**src/hw/rtl/amm_pkg.sv**
```systemverilog
// Shared types, constants and field checks for the multi-slot alarm matcher.
// No dependencies; imported by every module of the block.
package amm_pkg;

  localparam int NUM_ALARMS = 5;
  localparam int SLOT_W     = 4;
  localparam int IDX_W      = (NUM_ALARMS > 1) ? $clog2(NUM_ALARMS) : 1;

  localparam int YEAR_W   = 7;
  localparam int MONTH_W  = 4;
  localparam int DAY_W    = 5;
  localparam int HOUR_W   = 5;
  localparam int MINUTE_W = 6;

  localparam logic [YEAR_W-1:0]   YEAR_MAX   = 7'd99;
  localparam logic [MONTH_W-1:0]  MONTH_MIN  = 4'd1;
  localparam logic [MONTH_W-1:0]  MONTH_MAX  = 4'd12;
  localparam logic [DAY_W-1:0]    DAY_MIN    = 5'd1;
  localparam logic [DAY_W-1:0]    DAY_MAX    = 5'd31;
  localparam logic [HOUR_W-1:0]   HOUR_MAX   = 5'd23;
  localparam logic [MINUTE_W-1:0] MINUTE_MAX = 6'd59;

  typedef enum logic [1:0] {
    REQ_TICK   = 2'd0,
    REQ_WRITE  = 2'd1,
    REQ_REMOVE = 2'd2,
    REQ_TOGGLE = 2'd3
  } req_e;

  typedef enum logic [1:0] {
    ST_OK         = 2'd0,
    ST_BAD_SLOT   = 2'd1,
    ST_BAD_TIME   = 2'd2,
    ST_EMPTY_SLOT = 2'd3
  } status_e;

  typedef struct packed {
    logic [YEAR_W-1:0]   year;
    logic [MONTH_W-1:0]  month;
    logic [DAY_W-1:0]    day;
    logic [HOUR_W-1:0]   hour;
    logic [MINUTE_W-1:0] minute;
  } stamp_t;

  typedef struct packed {
    logic   valid;
    logic   enabled;
    stamp_t stamp;
  } alarm_entry_t;

  typedef struct packed {
    logic          vld;
    req_e          req;
    logic [SLOT_W-1:0] slot;
    stamp_t        stamp;
  } req_t;

  function automatic logic stamp_ok(input stamp_t s);
    return (s.year <= YEAR_MAX) &&
           (s.month >= MONTH_MIN) && (s.month <= MONTH_MAX) &&
           (s.day >= DAY_MIN) && (s.day <= DAY_MAX) &&
           (s.hour <= HOUR_MAX) && (s.minute <= MINUTE_MAX);
  endfunction

endpackage

```
**src/hw/rtl/amm_slot_table.sv**
```systemverilog
// Alarm slot storage: applies write, remove and toggle requests and reports status.
// Depends on amm_pkg.
module amm_slot_table import amm_pkg::*; (
  input  logic         clk_i,
  input  logic         rst_ni,
  input  req_t         req_i,
  output status_e      status_o,
  output alarm_entry_t entries_o [NUM_ALARMS]
);

  alarm_entry_t entry_q [NUM_ALARMS];
  alarm_entry_t entry_d [NUM_ALARMS];

  logic             in_range;
  logic [IDX_W-1:0] idx;
  logic             sel_valid;

  assign in_range  = {1'b0, req_i.slot} < (SLOT_W+1)'(NUM_ALARMS);
  assign idx       = req_i.slot[IDX_W-1:0];
  assign sel_valid = in_range ? entry_q[idx].valid : 1'b0;

  always_comb begin
    status_o = ST_OK;
    if (req_i.req != REQ_TICK) begin
      if (!in_range) begin
        status_o = ST_BAD_SLOT;
      end else if (req_i.req == REQ_WRITE && !stamp_ok(req_i.stamp)) begin
        status_o = ST_BAD_TIME;
      end else if (req_i.req == REQ_TOGGLE && !sel_valid) begin
        status_o = ST_EMPTY_SLOT;
      end
    end
  end

  always_comb begin
    for (int i = 0; i < NUM_ALARMS; i++) begin
      entry_d[i] = entry_q[i];
    end
    if (req_i.vld && in_range && status_o == ST_OK) begin
      case (req_i.req)
        REQ_WRITE: begin
          entry_d[idx].valid   = 1'b1;
          entry_d[idx].enabled = 1'b1;
          entry_d[idx].stamp   = req_i.stamp;
        end
        REQ_REMOVE: entry_d[idx] = '0;
        REQ_TOGGLE: entry_d[idx].enabled = ~entry_q[idx].enabled;
        default: ;
      endcase
    end
  end

  always_ff @(posedge clk_i or negedge rst_ni) begin
    if (!rst_ni) begin
      for (int i = 0; i < NUM_ALARMS; i++) begin
        entry_q[i] <= '0;
      end
    end else begin
      for (int i = 0; i < NUM_ALARMS; i++) begin
        entry_q[i] <= entry_d[i];
      end
    end
  end

  assign entries_o = entry_q;

endmodule

```
**src/hw/rtl/amm_matcher.sv**
```systemverilog
// Compares every slot with the current time and picks the lowest matching one.
// Depends on amm_pkg.
module amm_matcher import amm_pkg::*; (
  input  alarm_entry_t      entries_i [NUM_ALARMS],
  input  stamp_t            stamp_i,
  output logic              hit_o,
  output logic [SLOT_W-1:0] hit_slot_o
);

  logic [NUM_ALARMS-1:0] match;

  always_comb begin
    for (int i = 0; i < NUM_ALARMS; i++) begin
      match[i] = entries_i[i].valid && entries_i[i].enabled &&
                 (entries_i[i].stamp == stamp_i);
    end
  end

  // scan downwards so the lowest match wins
  always_comb begin
    hit_slot_o = '0;
    for (int i = NUM_ALARMS-1; i >= 0; i--) begin
      if (match[i]) begin
        hit_slot_o = SLOT_W'(i);
      end
    end
  end

  assign hit_o = |match;

endmodule

```
**src/hw/rtl/multi_slot_alarm_matcher.sv**
```systemverilog
// Multi-slot alarm matcher, top level.
// Timing: a request passes the input register, then the slot table and matcher, and the
// result register; done_o is registered at the same edge as the result register.
// Throughput: one request per cycle; busy is never raised and done_o cannot be stalled.
// Reset (rst_ni, asynchronous, active low) clears every slot and the active mark.
// Depends on amm_pkg, amm_slot_table and amm_matcher.
module multi_slot_alarm_matcher import amm_pkg::*; (
  input  logic                clk_i,
  input  logic                rst_ni,
  input  logic                start,
  output logic                busy,
  input  logic [1:0]          req_type_i,
  input  logic [SLOT_W-1:0]   slot_i,
  input  logic [YEAR_W-1:0]   year_i,
  input  logic [MONTH_W-1:0]  month_i,
  input  logic [DAY_W-1:0]    day_i,
  input  logic [HOUR_W-1:0]   hour_i,
  input  logic [MINUTE_W-1:0] minute_i,
  output logic                done_o,
  output logic [1:0]          status_o,
  output logic                fired_o,
  output logic                active_o,
  output logic [SLOT_W-1:0]   active_slot_o
);

  req_t req_q;
  logic req_vld_q;

  alarm_entry_t      entries [NUM_ALARMS];
  status_e           status;
  logic              hit;
  logic [SLOT_W-1:0] hit_slot;

  logic              last_active_q, last_active_d;
  logic [SLOT_W-1:0] last_slot_q, last_slot_d;
  logic              fired;

  logic              done_q;
  logic [1:0]        status_q;
  logic              fired_q;
  logic              active_q;
  logic [SLOT_W-1:0] active_slot_q;

  assign busy = 1'b0;

  // input register
  always_ff @(posedge clk_i or negedge rst_ni) begin
    if (!rst_ni) begin
      req_vld_q <= 1'b0;
    end else begin
      req_vld_q <= start;
    end
  end

  always_ff @(posedge clk_i) begin
    if (start) begin
      req_q.req   <= req_e'(req_type_i);
      req_q.slot  <= slot_i;
      req_q.stamp <= '{year: year_i, month: month_i, day: day_i,
                       hour: hour_i, minute: minute_i};
    end
  end

  req_t req_cur;
  always_comb begin
    req_cur.vld   = req_vld_q;
    req_cur.req   = req_q.req;
    req_cur.slot  = req_q.slot;
    req_cur.stamp = req_q.stamp;
  end

  amm_slot_table u_table (
    .clk_i     (clk_i),
    .rst_ni    (rst_ni),
    .req_i     (req_cur),
    .status_o  (status),
    .entries_o (entries)
  );

  amm_matcher u_matcher (
    .entries_i  (entries),
    .stamp_i    (req_q.stamp),
    .hit_o      (hit),
    .hit_slot_o (hit_slot)
  );

  always_comb begin
    last_active_d = last_active_q;
    last_slot_d   = last_slot_q;
    fired         = 1'b0;
    if (req_vld_q && req_q.req == REQ_TICK) begin
      if (hit) begin
        if (!last_active_q || last_slot_q != hit_slot) begin
          fired         = 1'b1;
          last_active_d = 1'b1;
          last_slot_d   = hit_slot;
        end
      end else begin
        // no match: drop the active mark
        last_active_d = 1'b0;
        last_slot_d   = '0;
      end
    end
  end

  always_ff @(posedge clk_i or negedge rst_ni) begin
    if (!rst_ni) begin
      last_active_q <= 1'b0;
      last_slot_q   <= '0;
      done_q        <= 1'b0;
    end else begin
      last_active_q <= last_active_d;
      last_slot_q   <= last_slot_d;
      done_q        <= req_vld_q;
    end
  end

  // result register
  always_ff @(posedge clk_i) begin
    if (req_vld_q) begin
      status_q      <= status;
      fired_q       <= fired;
      active_q      <= last_active_d;
      active_slot_q <= last_active_d ? last_slot_d : '0;
    end
  end

  assign done_o        = done_q;
  assign status_o      = status_q;
  assign fired_o       = fired_q;
  assign active_o      = active_q;
  assign active_slot_o = active_slot_q;

endmodule
```
**config.mk**
```make
export PLATFORM = sky130hd
export DESIGN_NAME = multi_slot_alarm_matcher
export DESIGN_NICKNAME = d
export VERILOG_FILES = /design/src/hw/rtl/amm_pkg.sv /design/src/hw/rtl/amm_slot_table.sv /design/src/hw/rtl/amm_matcher.sv /design/src/hw/rtl/multi_slot_alarm_matcher.sv
export SDC_FILE = /design/constraint.sdc
export NUM_CORES = 1
export LEC_CHECK = 0
export CAP_MARGIN = 20
export CORE_ASPECT_RATIO = 0.8
export CORE_MARGIN = 1.5
export CORE_UTILIZATION = 60
export DETAILED_ROUTE_END_ITERATION = 8
export DONT_BUFFER_PORTS = 1
export PLACE_DENSITY = 0.74
export SYNTH_ARGS = -nofsm -noshare
export SYNTH_HDL_FRONTEND = slang
export SYNTH_HIERARCHICAL = 1
export SYNTH_SLANG_ARGS = --single-unit
```
**constraint.sdc**
```tcl
create_clock -name clk_i -period 9.1 [get_ports clk_i]
set_input_delay 1.82 -clock clk_i [delete_from_list [all_inputs] [get_ports clk_i]]
set_output_delay 1.82 -clock clk_i [all_outputs]
set_load 0.005 [all_outputs]
```
# Word level (Yosys, flattened, before mapping)
# Index checks and enable logic that the tools add are counted.
# word_totals
regBits,193
inputBits,36
output_inout_bits,10
wordCells,139
# op_classes
n_lt_le_gt_ge,10
n_eq_ne,9
muxes,33
bitwise,4
reduce_logical,33
# ops
operator,n
bitwise mux 145 bit,4
case mux 145 bit (3 select lines),1
demux 29 bit (select 3 bit),4
AND 145 bit,1
NOT 145 bit,1
== test 27 bit,5
two-way mux 29 bit,4
binary-select mux 29 bit (select 3 bit),1
two-way mux 28 bit,1
two-way mux 27 bit,1
logical AND 1 bit,22
two-way mux 3 bit,5
two-way mux 4 bit,3
"<= comparator 5 bit, second input constant",2
two-way mux 2 bit,4
"<= comparator 7 bit, second input constant",1
"<= comparator 6 bit, second input constant",1
">= comparator 5 x 1 -> 1 bit, second input constant",1
two-way mux 1 bit,5
OR reduction 5 bit,1
"== test 2 bit, second input constant",2
">= comparator 4 x 1 -> 1 bit, second input constant",1
">= comparator 4 bit, second input constant",1
"<= comparator 4 bit, second input constant",1
12 further kinds,16

# Longest topological paths before layout
# logic_depth
ltp_word,15
depth_mapped,11
mapped_depth_nobuf,10

# Modules after synthesis
# Netlist, hierarchy kept.
# modules_own_cells
module,instances,cells_per_inst,area_each_um2,seq_area_each_um2
amm_slot_table,1,423,5584.1,3628.5
amm_matcher,1,221,1750.4,0.0
multi_slot_alarm_matcher,1,86,1641.6,1406.3

# Least setup slack after synthesis
# OpenSTA, ideal clock, no wires.
# synth_timing
path_kind,register to register
startpoint,"register req_q, in the netlist req_cur[24]"
endpoint,register last_slot_q[0]
setup_ns,0.126
t_arrival_ns,2.892
required_time_ns,8.974
setup_slack_ns,6.082
stages_incl_launch_ff,11
period_less_slack_ns,3.018
cell_sequence,edfxtp_1 buf_6 xor2_1 or4_1 nor4_1 nand4_1 nor4b_4 and2_1 a221o_1 or3_1 a221o_1
# synth_via
elab_chain_cells,12
elab_cells_between_ends,21
cone_classes,eq/ne (6); mux (8); reduce/logical (7)
# synth_lines
item,line_no,source
"start, declared",multi_slot_alarm_matcher.sv:26,req_t req_q;
== test 27 bit,amm_matcher.sv:15,(entries_i[i].stamp == stamp_i);
logical AND 1 bit,amm_matcher.sv:14,match[i] = entries_i[i].valid && entries_i[i].enabled &&
two-way mux 3 bit (4 in a row),amm_matcher.sv:23,if (match[i]) begin
two-way mux 3 bit (*),amm_matcher.sv:23,
net hit_slot[2],multi_slot_alarm_matcher.sv:32,logic [SLOT_W-1:0] hit_slot;
!= test 4 bit (*),multi_slot_alarm_matcher.sv:93,if (!last_active_q || last_slot_q != hit_slot) begin
logical OR 1 bit (*),multi_slot_alarm_matcher.sv:93,
two-way mux 4 bit (*),multi_slot_alarm_matcher.sv:93,
two-way mux 4 bit (*),multi_slot_alarm_matcher.sv:92,if (hit) begin
two-way mux 4 bit (*),multi_slot_alarm_matcher.sv:91,if (req_vld_q && req_q.req == REQ_TICK) begin
net last_slot_d[0],multi_slot_alarm_matcher.sv:35,"logic [SLOT_W-1:0] last_slot_q, last_slot_d;"
"end signal, assigned",multi_slot_alarm_matcher.sv:113,last_slot_q <= last_slot_d;
"end, declared",multi_slot_alarm_matcher.sv:35,
# The timed path passes the listed nets; every way through them passes the cells marked *.
# A chain may end at the register's enable or synchronous reset.

# Final worst setup path
# layout_timing
startpoint,"register req_q, in the netlist req_cur[26]"
endpoint,register last_slot_q[2]
# layout_via
elab_cells_between_ends,21
cone_classes,eq/ne (6); mux (8); reduce/logical (7)
# layout_rtl
item,line_no
== test 27 bit,amm_matcher.sv:15
logical AND 1 bit,amm_matcher.sv:14
two-way mux 3 bit (3 in a row),amm_matcher.sv:23
two-way mux 3 bit (*),amm_matcher.sv:23
net hit_slot[1],multi_slot_alarm_matcher.sv:32
!= test 4 bit (*),multi_slot_alarm_matcher.sv:93
logical OR 1 bit (*),multi_slot_alarm_matcher.sv:93
two-way mux 4 bit (*),multi_slot_alarm_matcher.sv:93
two-way mux 4 bit (*),multi_slot_alarm_matcher.sv:92
two-way mux 4 bit (*),multi_slot_alarm_matcher.sv:91
net last_slot_d[2],multi_slot_alarm_matcher.sv:35
# Marks and branches as above.

==> impl_table.tex <==
\begin{tabular}{lr}
\hline
Metric & Value \\
\hline
\multicolumn{2}{l}{\textbf{Synthesis}} \\
\quad Mapped Nets & between 700 and 800 \\
\quad Number of different library cells in the post-synthesis netlist & 54 \\
\quad Cells after synthesis & 730 \\
\quad Summed instance area of the synthesized netlist & 8980 um\^{}2 \\
\quad Number of flops mapped to enable cells by yosys & 41 \\
\quad Share of the synthesized area in the top cell type & 42.4\% \\
\quad Proportion of synthesized chip area in sequential cells & between 50\% and 60\% \\
\quad Syn\_area\_per\_cell & approximately 12 um\^{}2 \\
\quad Synth warnings & 6 \\
\quad Cell type with the highest aggregate area in the netlist & sky130\_fd\_sc\_hd\_\_dfrtp\_1 \\
\quad Share of async-settable or async-resettable flops after synthesis & approximately 79\% \\
\quad Most area-consuming cells after synthesis & sky130\_fd\_sc\_hd\_\_dfrtp\_1 42\%, sky130\_fd\_sc\_hd\_\_edfxtp\_1 14\%, sky130\_fd\_sc\_hd\_\_o2bb2ai\_1 13\% \\
\quad Leading register cell type out of synthesis & sky130\_fd\_sc\_hd\_\_dfrtp\_1 \\
\quad Seq cells post-synth & $\sim$190 \\
\multicolumn{2}{l}{\textbf{Global routing}} \\
\quad Vias in the first global route & 6,155 \\
\quad Pin count of the biggest net entering global routing & roughly 150 \\
\quad Total routing usage reported by global routing & 32.1\% \\
\quad Total congestion overflow & 0 \\
\quad Initial antenna violation count & 1 \\
\quad Wire length of the first global-routing pass & approximately 37,000 um \\
\multicolumn{2}{l}{\textbf{Floorplanning}} \\
\quad Area of the core & 14,400 um\^{}2 \\
\quad Die width & 140 um \\
\quad Row count & 39 \\
\quad Starting density of the core & 62.1\% \\
\quad Die outline area & 15,700 um\^{}2 \\
\quad DIE HEIGHT & 112 um \\
\quad \# IOs & between 40 and 50 \\
\multicolumn{2}{l}{\textbf{Worst hold path}} \\
\quad WHS Path Cells & 1 \\
\quad Hold Crit Class & reg -> reg \\
\multicolumn{2}{l}{\textbf{Power}} \\
\quad Power density over the cells & 207 nW/um\^{}2 \\
\quad Static leakage & 0.00382 uW \\
\quad IR Drop Worst-Case VDD & around 0.16 mV \\
\multicolumn{2}{l}{\textbf{Worst setup path}} \\
\quad Crit-path max cell delay & between 0.5 and 0.6 ns \\
\quad Crit path kind & reg -> reg \\
\quad Launch point of the worst reg-to-reg path & req\_cur[26] \\
\quad Cell repeated most along the worst path & sky130\_fd\_sc\_hd\_\_a221o\_1 \\
\quad Gate family responsible for the most delay along the worst path & simple AND/OR/NAND/NOR gates \\
\quad Count of cells along the worst register-to-register path & 10 \\
\quad Worst path slowest cell & sky130\_fd\_sc\_hd\_\_edfxtp\_1 \\
\quad Reg2Reg Setup Slack & around 5.6 ns \\
\quad Worst-path cell chain & xor2\_1 -> nor4\_1 -> nand4\_1 -> nor4\_4 -> nor2\_1 -> nor3b\_1 -> inv\_1 -> a221o\_1 -> o311a\_4 -> a221o\_1 \\
\quad Critical path capture point type & flop \\
\quad Startpoint type of the worst setup path & flop \\
\quad Worst r2r dst & last\_slot\_q[2] \\
\quad Worst path buffer plus inverter count & 1 \\
\quad Data arrival time of the critical path & $\sim$3.9 ns \\
\quad Maximum fanout along the worst path & 7 \\
\quad Required time of the critical path & between 9 and 10 ns \\
\multicolumn{2}{l}{\textbf{Flow run}} \\
\quad Max\_cap viols & 0 \\
\multicolumn{2}{l}{\textbf{STA}} \\
\quad Final critical-path setup slack & between 5 and 6 ns \\
\quad Slew margin rel. & 42.6\% \\
\quad Final clock period utilization by the worst path & 38.9\% \\
\quad Maximum achievable frequency & 283 MHz \\
\quad Final hold viol count & 0 \\
\quad Final count of pins violating max slew & 0 \\
\quad Unrepaired setup endpoints after global routing & false \\
\quad Clock period minus final worst setup slack & 3.54 ns \\
\quad Total negative setup slack & 0 ns \\
\quad Transition at the pin with the smallest max-transition slack & 0.861 ns \\
\quad Post-route clock skew & roughly 0.0092 ns \\
\quad Final setup violation count & 0 \\
\multicolumn{2}{l}{\textbf{Outcome}} \\
\quad Status & finished, violations left \\
\quad Violated checks & DRC \\
\multicolumn{2}{l}{\textbf{Clocking}} \\
\quad Clock tree root driver cell & sky130\_fd\_sc\_hd\_\_clkbuf\_16 \\
\quad Deepest clock path buffer count & 2 \\
\quad Count of H-tree levels built during CTS & 4 \\
\quad Number of setup buffers added after CTS & 0 \\
\quad Number of sinks handled by clock tree synthesis & 193 \\
\quad Hold buffers post-CTS & 0 \\
\quad Clock buffer count from CTS & 17 \\
\quad Clock tree from TritonCTS & yes \\
\quad Number of resized instances in the post-cts repair step & 0 \\
\quad Register clock-pin slew on the reported worst setup and hold paths & 0.07 ns \\
\quad Worst-skew pair later-pin latency & around 0.44 ns \\
\multicolumn{2}{l}{\textbf{Routing}} \\
\quad Total vias in the final route & 6,101 \\
\quad Remaining antenna violation count after routing & 0 \\
\quad DRC & 2 \\
\quad Vias per inst & 6.86 \\
\quad Initial DRT Pass Iterations & 9 \\
\quad Average wire per cell in the routed design & 26.7 um \\
\quad Post-detailed-routing wire length & 23,800 um \\
\quad Detailed Route Iter0 Violations & 617 \\
\multicolumn{2}{l}{\textbf{Placed design}} \\
\quad Minimum setup slack after placement & $\sim$5.6 ns \\
\quad HPWL reported at the end of detailed placement & 15,100 um \\
\quad Placer congestion estimate & between 0.9 and 1 \\
\quad Input/output buffers & 0 \\
\multicolumn{2}{l}{\textbf{Layout}} \\
\quad Number of nets at the end of the flow & 728 \\
\quad Finished Core Util & between 60\% and 70\% \\
\quad Fraction of layout instances using a drive strength above 1 & 8.23\% \\
\quad P\&R area growth vs syn & 6.18\% \\
\hline
\end{tabular}
worst max-delay path by stage:
stage,start,endpoint,slack [ns],cells past startpoint
floorplan,req_cur[24],last_slot_q[0],6.08,10
global placement,req_cur[20],last_slot_q[0],5.67,10
detailed placement,req_cur[20],last_slot_q[0],5.64,10
CTS,req_cur[20],last_slot_q[0],5.61,10
global route,req_cur[26],last_slot_q[0],5.34,10
finish,req_cur[26],last_slot_q[2],5.56,10
worst reg2reg max path, stage by stage, from the launching register on:
cell and delay (ns):
sky130_fd_sc_hd__edfxtp_1 0.55, sky130_fd_sc_hd__xor2_1 0.21, sky130_fd_sc_hd__nor4_1 0.53, sky130_fd_sc_hd__nand4_1 0.24, sky130_fd_sc_hd__nor4_4 0.29, sky130_fd_sc_hd__nor2_1 0.08
sky130_fd_sc_hd__nor3b_1 0.43, sky130_fd_sc_hd__inv_1 0.11, sky130_fd_sc_hd__a221o_1 0.37, sky130_fd_sc_hd__o311a_4 0.33, sky130_fd_sc_hd__a221o_1 0.29
stage by stage:
stage	power, uW	area [um^2]	hold WS [ns]	cells
4_1_cts	1980	9530	0.512	889
2_1_floorplan	1190	8980	0.464	730
6_report	1980	9530	0.509	890
3_3_place_gp	1250	8960	0.481	857
3_5_place_dp	1250	8960	0.493	857
5_1_grt	2040	9530	0.523	889
cells by family (layout without fill, tap and decap cells):
| kind of cell | Yosys count | count (layout) | share of synthesized area, % |
|---|---|---|---|
| DFF | 193 | 193 | 56.1 |
| AOI/OAI and AO/OA | 180 | 180 | 16.7 |
| and+or+nand+nor | 144 | 144 | 10.0 |
| xor gates and xnor gates | 136 | 136 | 13.3 |
| buffers and inverters | 73 | 48 | 3.65 |
| other | 2 | 3 | 0.0837 |
| muxes | 2 | 2 | 0.237 |
layer usage:
layer	up-vias	routed length (um)	global-route usage, %
li1	2611	-	-
met5	-	0	0
met3	57	2390	9.81
met2	322	10100	45.0
met4	0	740	12.8
met1	3111	10600	47.0
synthesized netlist by cell type (2+ instances only):
| cell type | n |
|---|---|
| sky130_fd_sc_hd__nor3_1 | 8 |
| sky130_fd_sc_hd__o2bb2ai_1 | 135 |
| sky130_fd_sc_hd__o21ai_1 | 11 |
| sky130_fd_sc_hd__or4_1 | 3 |
| sky130_fd_sc_hd__a22oi_1 | 5 |
| sky130_fd_sc_hd__nand3_1 | 6 |
| sky130_fd_sc_hd__conb_1 | 2 |
| sky130_fd_sc_hd__dfrtp_1 | 152 |
| sky130_fd_sc_hd__buf_4 | 4 |
| sky130_fd_sc_hd__nand2b_1 | 4 |
| sky130_fd_sc_hd__o21ai_0 | 8 |
| sky130_fd_sc_hd__or2b_1 | 3 |
| sky130_fd_sc_hd__nor2b_1 | 3 |
| sky130_fd_sc_hd__inv_1 | 10 |
| sky130_fd_sc_hd__nand2_1 | 43 |
| sky130_fd_sc_hd__a21oi_1 | 6 |
| sky130_fd_sc_hd__clkbuf_1 | 42 |
| sky130_fd_sc_hd__nor4_1 | 22 |
| sky130_fd_sc_hd__nand4_2 | 5 |
| sky130_fd_sc_hd__or3_1 | 3 |
| sky130_fd_sc_hd__a221o_1 | 3 |
| sky130_fd_sc_hd__edfxtp_1 | 41 |
| sky130_fd_sc_hd__buf_2 | 13 |
| sky130_fd_sc_hd__and2b_1 | 2 |
| sky130_fd_sc_hd__buf_6 | 3 |
| sky130_fd_sc_hd__nand4_1 | 16 |
| sky130_fd_sc_hd__nor2_1 | 6 |
| sky130_fd_sc_hd__nor4_4 | 4 |
| sky130_fd_sc_hd__xor2_1 | 71 |
| sky130_fd_sc_hd__and2_1 | 4 |
| sky130_fd_sc_hd__xnor2_1 | 65 |
| sky130_fd_sc_hd__nand2_2 | 5 |
power breakdown:
group	switching, uW	internal, uW	total, uW	leakage (uW)
combinational	115	97.0	212	0.00105
sequential	79.6	956	1040	0.00249
clock	323	405	728	0.000274
total	518	1460	1980	0.00382
layout by cell type (no fill, tap or decap), types with 2 or more instances in the layout:
| cell type | n |
|---|---|
| sky130_fd_sc_hd__conb_1 | 2 |
| sky130_fd_sc_hd__or3_1 | 3 |
| sky130_fd_sc_hd__or2b_1 | 3 |
| sky130_fd_sc_hd__clkbuf_1 | 2 |
| sky130_fd_sc_hd__nor2_1 | 6 |
| sky130_fd_sc_hd__nand3_1 | 6 |
| sky130_fd_sc_hd__or4_1 | 3 |
| sky130_fd_sc_hd__a22oi_1 | 5 |
| sky130_fd_sc_hd__o21ai_1 | 11 |
| sky130_fd_sc_hd__clkinv_2 | 3 |
| sky130_fd_sc_hd__a221o_1 | 3 |
| sky130_fd_sc_hd__xnor2_1 | 65 |
| sky130_fd_sc_hd__o2bb2ai_1 | 135 |
| sky130_fd_sc_hd__buf_4 | 5 |
| sky130_fd_sc_hd__bufinv_16 | 2 |
| sky130_fd_sc_hd__o21ai_0 | 8 |
| sky130_fd_sc_hd__nand2_1 | 43 |
| sky130_fd_sc_hd__nor2b_1 | 3 |
| sky130_fd_sc_hd__and2b_1 | 2 |
| sky130_fd_sc_hd__nor4_4 | 4 |
| sky130_fd_sc_hd__clkbuf_16 | 17 |
| sky130_fd_sc_hd__edfxtp_1 | 41 |
| sky130_fd_sc_hd__nand4_1 | 16 |
| sky130_fd_sc_hd__inv_1 | 10 |
| sky130_fd_sc_hd__a21oi_1 | 6 |
| sky130_fd_sc_hd__and2_1 | 4 |
| sky130_fd_sc_hd__nand2_2 | 5 |
| sky130_fd_sc_hd__nor4_1 | 22 |
| sky130_fd_sc_hd__clkinvlp_4 | 2 |
| sky130_fd_sc_hd__nand4_2 | 5 |
| sky130_fd_sc_hd__dfrtp_1 | 152 |
| sky130_fd_sc_hd__xor2_1 | 71 |
| sky130_fd_sc_hd__nand2b_1 | 3 |
| sky130_fd_sc_hd__clkinv_4 | 2 |
| sky130_fd_sc_hd__nor3_1 | 8 |
| sky130_fd_sc_hd__clkinv_1 | 2 |
layout make-up:
cell class | instances | area [um^2]
Antenna cell | 1 | 2.50
Clock buffer | 19 | 433
Clock inverter | 13 | 135
Fill cell | 1053 | 4910
Inverter | 11 | 41.3
Multi-Input combinational cell | 464 | 3620
Sequential cell | 193 | 5030
Tap cell | 184 | 230
Timing Repair Buffer | 5 | 37.5
No activity file was read; power rests on OpenSTA's default activity.
